$ cat config.mk
export PLATFORM = sky130hd
export DESIGN_NAME = ssd_queue
export DESIGN_NICKNAME = d
export VERILOG_FILES = /design/src/design/ssd_pkg.sv /design/src/design/ssd_queue.sv
export SDC_FILE = /design/constraint.sdc
export NUM_CORES = 1
export LEC_CHECK = 0
export CAP_MARGIN = 10
export CORE_MARGIN = 2
export CORE_UTILIZATION = 46
export CTS_CLUSTER_SIZE = 24
export DETAILED_ROUTE_END_ITERATION = 16
export DONT_BUFFER_PORTS = 1
export GPL_TIMING_DRIVEN = 0
export PLACE_DENSITY = 0.59
export SYNTH_ARGS = -nofsm -noshare
export SYNTH_HDL_FRONTEND = slang
export SYNTH_SLANG_ARGS = --single-unit
$ cat constraint.sdc
create_clock -name clk -period 1.7 [get_ports clk]
set_input_delay 0.085 -clock clk [delete_from_list [all_inputs] [get_ports clk]]
set_output_delay 0.085 -clock clk [all_outputs]
set_load 0.01 [all_outputs]
$ cat src/design/ssd_pkg.sv
// Shared types, constants and width helpers for the segment distance block.
package ssd_pkg;

  localparam int COORD_BITS_DEF = 16;
  localparam int FRAC_BITS_DEF  = 8;
  localparam int FIELD_W        = 16;
  localparam int DIST_W         = 25;
  localparam int QUEUE_DEPTH    = 4;

  localparam logic [DIST_W-1:0] DIST_MAX = '1;

  typedef enum logic [1:0] {
    MODE_ZERO  = 2'd0,
    MODE_POINT = 2'd1,
    MODE_FOOT  = 2'd2
  } ssd_mode_t;

  typedef struct packed {
    logic signed [FIELD_W-1:0] a_start_x;
    logic signed [FIELD_W-1:0] a_start_y;
    logic signed [FIELD_W-1:0] a_end_x;
    logic signed [FIELD_W-1:0] a_end_y;
    logic signed [FIELD_W-1:0] b_start_x;
    logic signed [FIELD_W-1:0] b_start_y;
    logic signed [FIELD_W-1:0] b_end_x;
    logic signed [FIELD_W-1:0] b_end_y;
  } ssd_in_t;

  typedef struct packed {
    logic              intersects;
    logic [DIST_W-1:0] distance;
  } ssd_out_t;

  function automatic int in_bits(int cb);
    return (cb < FIELD_W) ? cb : FIELD_W;
  endfunction

  // one job: mode, point distance squared, cross magnitude, length squared
  function automatic int job_w(int cb);
    return 2 + 3 * (2 * in_bits(cb) + 1);
  endfunction

  function automatic int queue_w(int cb);
    return 1 + 4 * job_w(cb);
  endfunction

endpackage

$ cat src/design/ssd_queue.sv
// Small register queue between front and back ends.
module ssd_queue #(
  parameter int W     = 8,
  parameter int DEPTH = ssd_pkg::QUEUE_DEPTH
) (
  input  logic         clk,
  input  logic         rst,
  input  logic         push,
  input  logic [W-1:0] push_data,
  input  logic         pop,
  output logic [W-1:0] head,
  output logic         full,
  output logic         empty
);
  import ssd_pkg::*;

  localparam int PW = (DEPTH > 1) ? $clog2(DEPTH) : 1;
  localparam int CW = $clog2(DEPTH + 1);

  logic [W-1:0]  slots [DEPTH];
  logic [PW-1:0] wr_ptr, rd_ptr;
  logic [CW-1:0] count;

  assign full  = (count == CW'(DEPTH));
  assign empty = (count == '0);
  assign head  = slots[rd_ptr];

  always_ff @(posedge clk) begin
    if (rst) begin
      wr_ptr <= '0;
      rd_ptr <= '0;
      count  <= '0;
    end else begin
      if (push)
        wr_ptr <= (wr_ptr == PW'(DEPTH - 1)) ? '0 : wr_ptr + 1'b1;
      if (pop)
        rd_ptr <= (rd_ptr == PW'(DEPTH - 1)) ? '0 : rd_ptr + 1'b1;
      if (push && !pop)
        count <= count + 1'b1;
      else if (pop && !push)
        count <= count - 1'b1;
    end
  end

  always_ff @(posedge clk) begin
    if (push)
      slots[wr_ptr] <= push_data;
  end

endmodule

==> results.sh <==
export IMPL_outcome="completed"
export IMPL_cp_max_fo=8
export IMPL_die_x_um=62.9
export IMPL_yosysMostFrequentCell="edfxtp_1"
export IMPL_drt_initial_drc_count=32
export IMPL_max_slew_margin_rel=0.700
export IMPL_postRouteAntennaNets=0
export IMPL_netlist_area_um2=1600
export IMPL_grt_overflow_total=0
export IMPL_path_cells="buf_6, mux4_2"
export IMPL_antenna_found_initial=0
export IMPL_post_cts_setup_buffers=0
export IMPL_synth_edf_count=32
export IMPL_clk_insertion_delay_late_ns=0.35
export IMPL_critPathRequiredTime_ns=1.62
export IMPL_min_period_over_period=0.883
export IMPL_clockRootBuffer="clkbuf_4"
export IMPL_critPathLaunchType="flip-flop"
export IMPL_wl_per_cell_um=16.1
export IMPL_coreArea_um2=3340
export IMPL_criticalPathCategory="flip-flop to output port"
export IMPL_start_util=0.479
export IMPL_finalSetupTns_ns=0
export IMPL_synth_common_cells="edfxtp_1 (32), dfxtp_1 (9), mux4_2 (8)"
export IMPL_cp_num_buf_inv=1
export IMPL_fin_ws_ns=0.198
export IMPL_ir_worst_vdd_mv=0.624
export IMPL_worst_pin_slew_ns=0.450
export IMPL_ios=22
export IMPL_grt_first_pass_wirelength_mm=3.93
export IMPL_synthArstFlopShare=0
export IMPL_finalWirelength_mm=2.43
export IMPL_fill_cells=291
export IMPL_gp_congestion=0.712
export IMPL_finalCriticalPeriod_ns=1.50
export IMPL_syn_inst=86
export IMPL_via_per_inst=5.09
export IMPL_finClkSkew_ns=0.00675
export IMPL_setup_violations=0
export IMPL_cp_slowest_cell="mux4_2"
export IMPL_grt_max_degree=14
export IMPL_io_buffers=0
export IMPL_vias=769
export IMPL_power_density_nw_per_um2=1150
export IMPL_fmax_ghz=0.666
export IMPL_drv_slew=0
export IMPL_ys_seq_area_frac=0.714
export IMPL_synthFlopType="edfxtp_1"
export IMPL_post_place_ws_ns=0.252
export IMPL_cts_inserted_buffers=5
export IMPL_hpwl_mm=1.56
export IMPL_synth_avg_cell_area_um2=18.6
export IMPL_synth_nets=105
export IMPL_end_kind="output port"
export IMPL_ys_ff_latch=41
export IMPL_fin_util=0.560
export IMPL_rsz0062_at_grt="no"
export IMPL_synth_top_cell_area_share=0.601
export IMPL_die_area_um2=3960
export IMPL_dr_pass1_iters=2
export IMPL_cts_buffer_depth=2
export IMPL_drive_gt1_frac=0.171
export IMPL_track_usage=0.141
export IMPL_htree_levels=2
export IMPL_drv_cap=0
export IMPL_hold_path_class="input port to flip-flop"
export IMPL_grt_pass1_vias=800
export IMPL_cts_sinks=41
export IMPL_cts_tree="built"
export IMPL_synth_top_area_cell="edfxtp_1"
export IMPL_drt_drc_violations_left=0
export IMPL_ys_types=17
export IMPL_crit_arrival_ns=1.42
export IMPL_clk_pin_slew_worst_paths_ns=0.11
export IMPL_areaGrowthSynthToFinish_pct=16.9
export IMPL_p_leak_uw=0.000661
export IMPL_n_antenna_cell=0
export IMPL_cpPeakStageDelay_ns=0.57
export IMPL_critical_path_top_delay_family="multiplexers"
export IMPL_hold_violations=0
export IMPL_final_nets=123
export IMPL_num_rows=21
export IMPL_synthTopCellsByArea="edfxtp_1 (60%), dfxtp_1 (11%), mux4_2 (11%), ha_1 (4.7%), mux2i_1 (2.5%)"
export IMPL_synth_warnings=0
export IMPL_die_y_um=62.9
[path summary, 6_finish.rpt]
check	start	cells past startpoint	end	slack, ns
hold / removal	pop	3	rd_ptr[0]	0.03
setup / recovery	flip-flop	2	head[7]	0.20
setup reg to reg	count[0]	4	count[2]	0.23
hold reg to reg	count[2]	2	count[2]	0.51
[timing repair]
action	in CTS	in global routing
hold buffers	11	0
endpoints found under the hold margin	41	0
resized for setup	0	0
endpoints found under the setup margin	0	0
[cell families (layout without fill, tap and decap cells)]
family          after synthesis  after routing  synth area share
compound gates                3              3           0.00939
xor+xnor                      2              2            0.0110
fa+ha+maj                     7              7            0.0595
buf+inv                       6             25            0.0196
flops                        41             41             0.714
mux                          12             12             0.138
simple gates                 15             15            0.0485
[power breakdown]
part           switching, uW  internal, uW  leakage [uW]
Clock                    310           455     0.0000552
Sequential              28.8          1140      0.000368
Combinational            112           101      0.000238
Total                    451          1700      0.000661
[tightest hold or removal path, cell delays in order]
cell,delay (ns)
inv_1,0.04
a21oi_1,0.14
nor2_1,0.06
[routing by layer]
layer / GRT usage / part of all wire / wire, um
met5: 0 / 0 / 0
met4: 0.0583 / 0.016 / 38
met3: 0.0667 / 0.054 / 132
met2: 0.235 / 0.51 / 1240
met1: 0.155 / 0.42 / 1010
[per-stage QoR]
| stage | total power, uW | hold WS [ns] | cells | instance area, um2 |
|---|---|---|---|---|
| 4_1_cts | 2170 | 0.0247 | 151 | 1870 |
| 5_1_grt | 2250 | 0.00885 | 151 | 1870 |
| 3_5_place_dp | 1380 | 0.159 | 132 | 1660 |
| 3_3_place_gp | 1370 | 0.158 | 132 | 1660 |
| 6_report | 2150 | 0.0260 | 151 | 1870 |
| 2_1_floorplan | 1340 | 0.154 | 86 | 1600 |
[cell type report]
class,instances,area (um2),share of cell area
inverters,4,15.0,0.00804
clock buffers,5,37.5,0.0201
clock inverters,3,65.1,0.0348
flip-flops and latches,41,1140,0.611
multi-input cells,39,425,0.228
plain buffers,2,16.3,0.00871
well taps,46,57.6,0.0308
repair buffers,11,110,0.0589
[state kept, by name, indices dropped and copies added, names as in the netlist, named ones only]
signal	flops
rd_ptr	2
count	3
wr_ptr	2
slots	32
[placed cells by master (no fill, tap or decap), types with 2 or more instances in the layout]
master and count:
mux2i_1 4, dlygate4sd3_1 11, ha_1 6, xor2_1 2, bufinv_16 2, dfxtp_1 9, a21oi_1 2, clkbuf_4 5
nor2_1 7, mux4_2 8, inv_1 4, edfxtp_1 32, and2_1 4, nor3b_1 2
No activity file was read; power rests on OpenSTA's default activity.
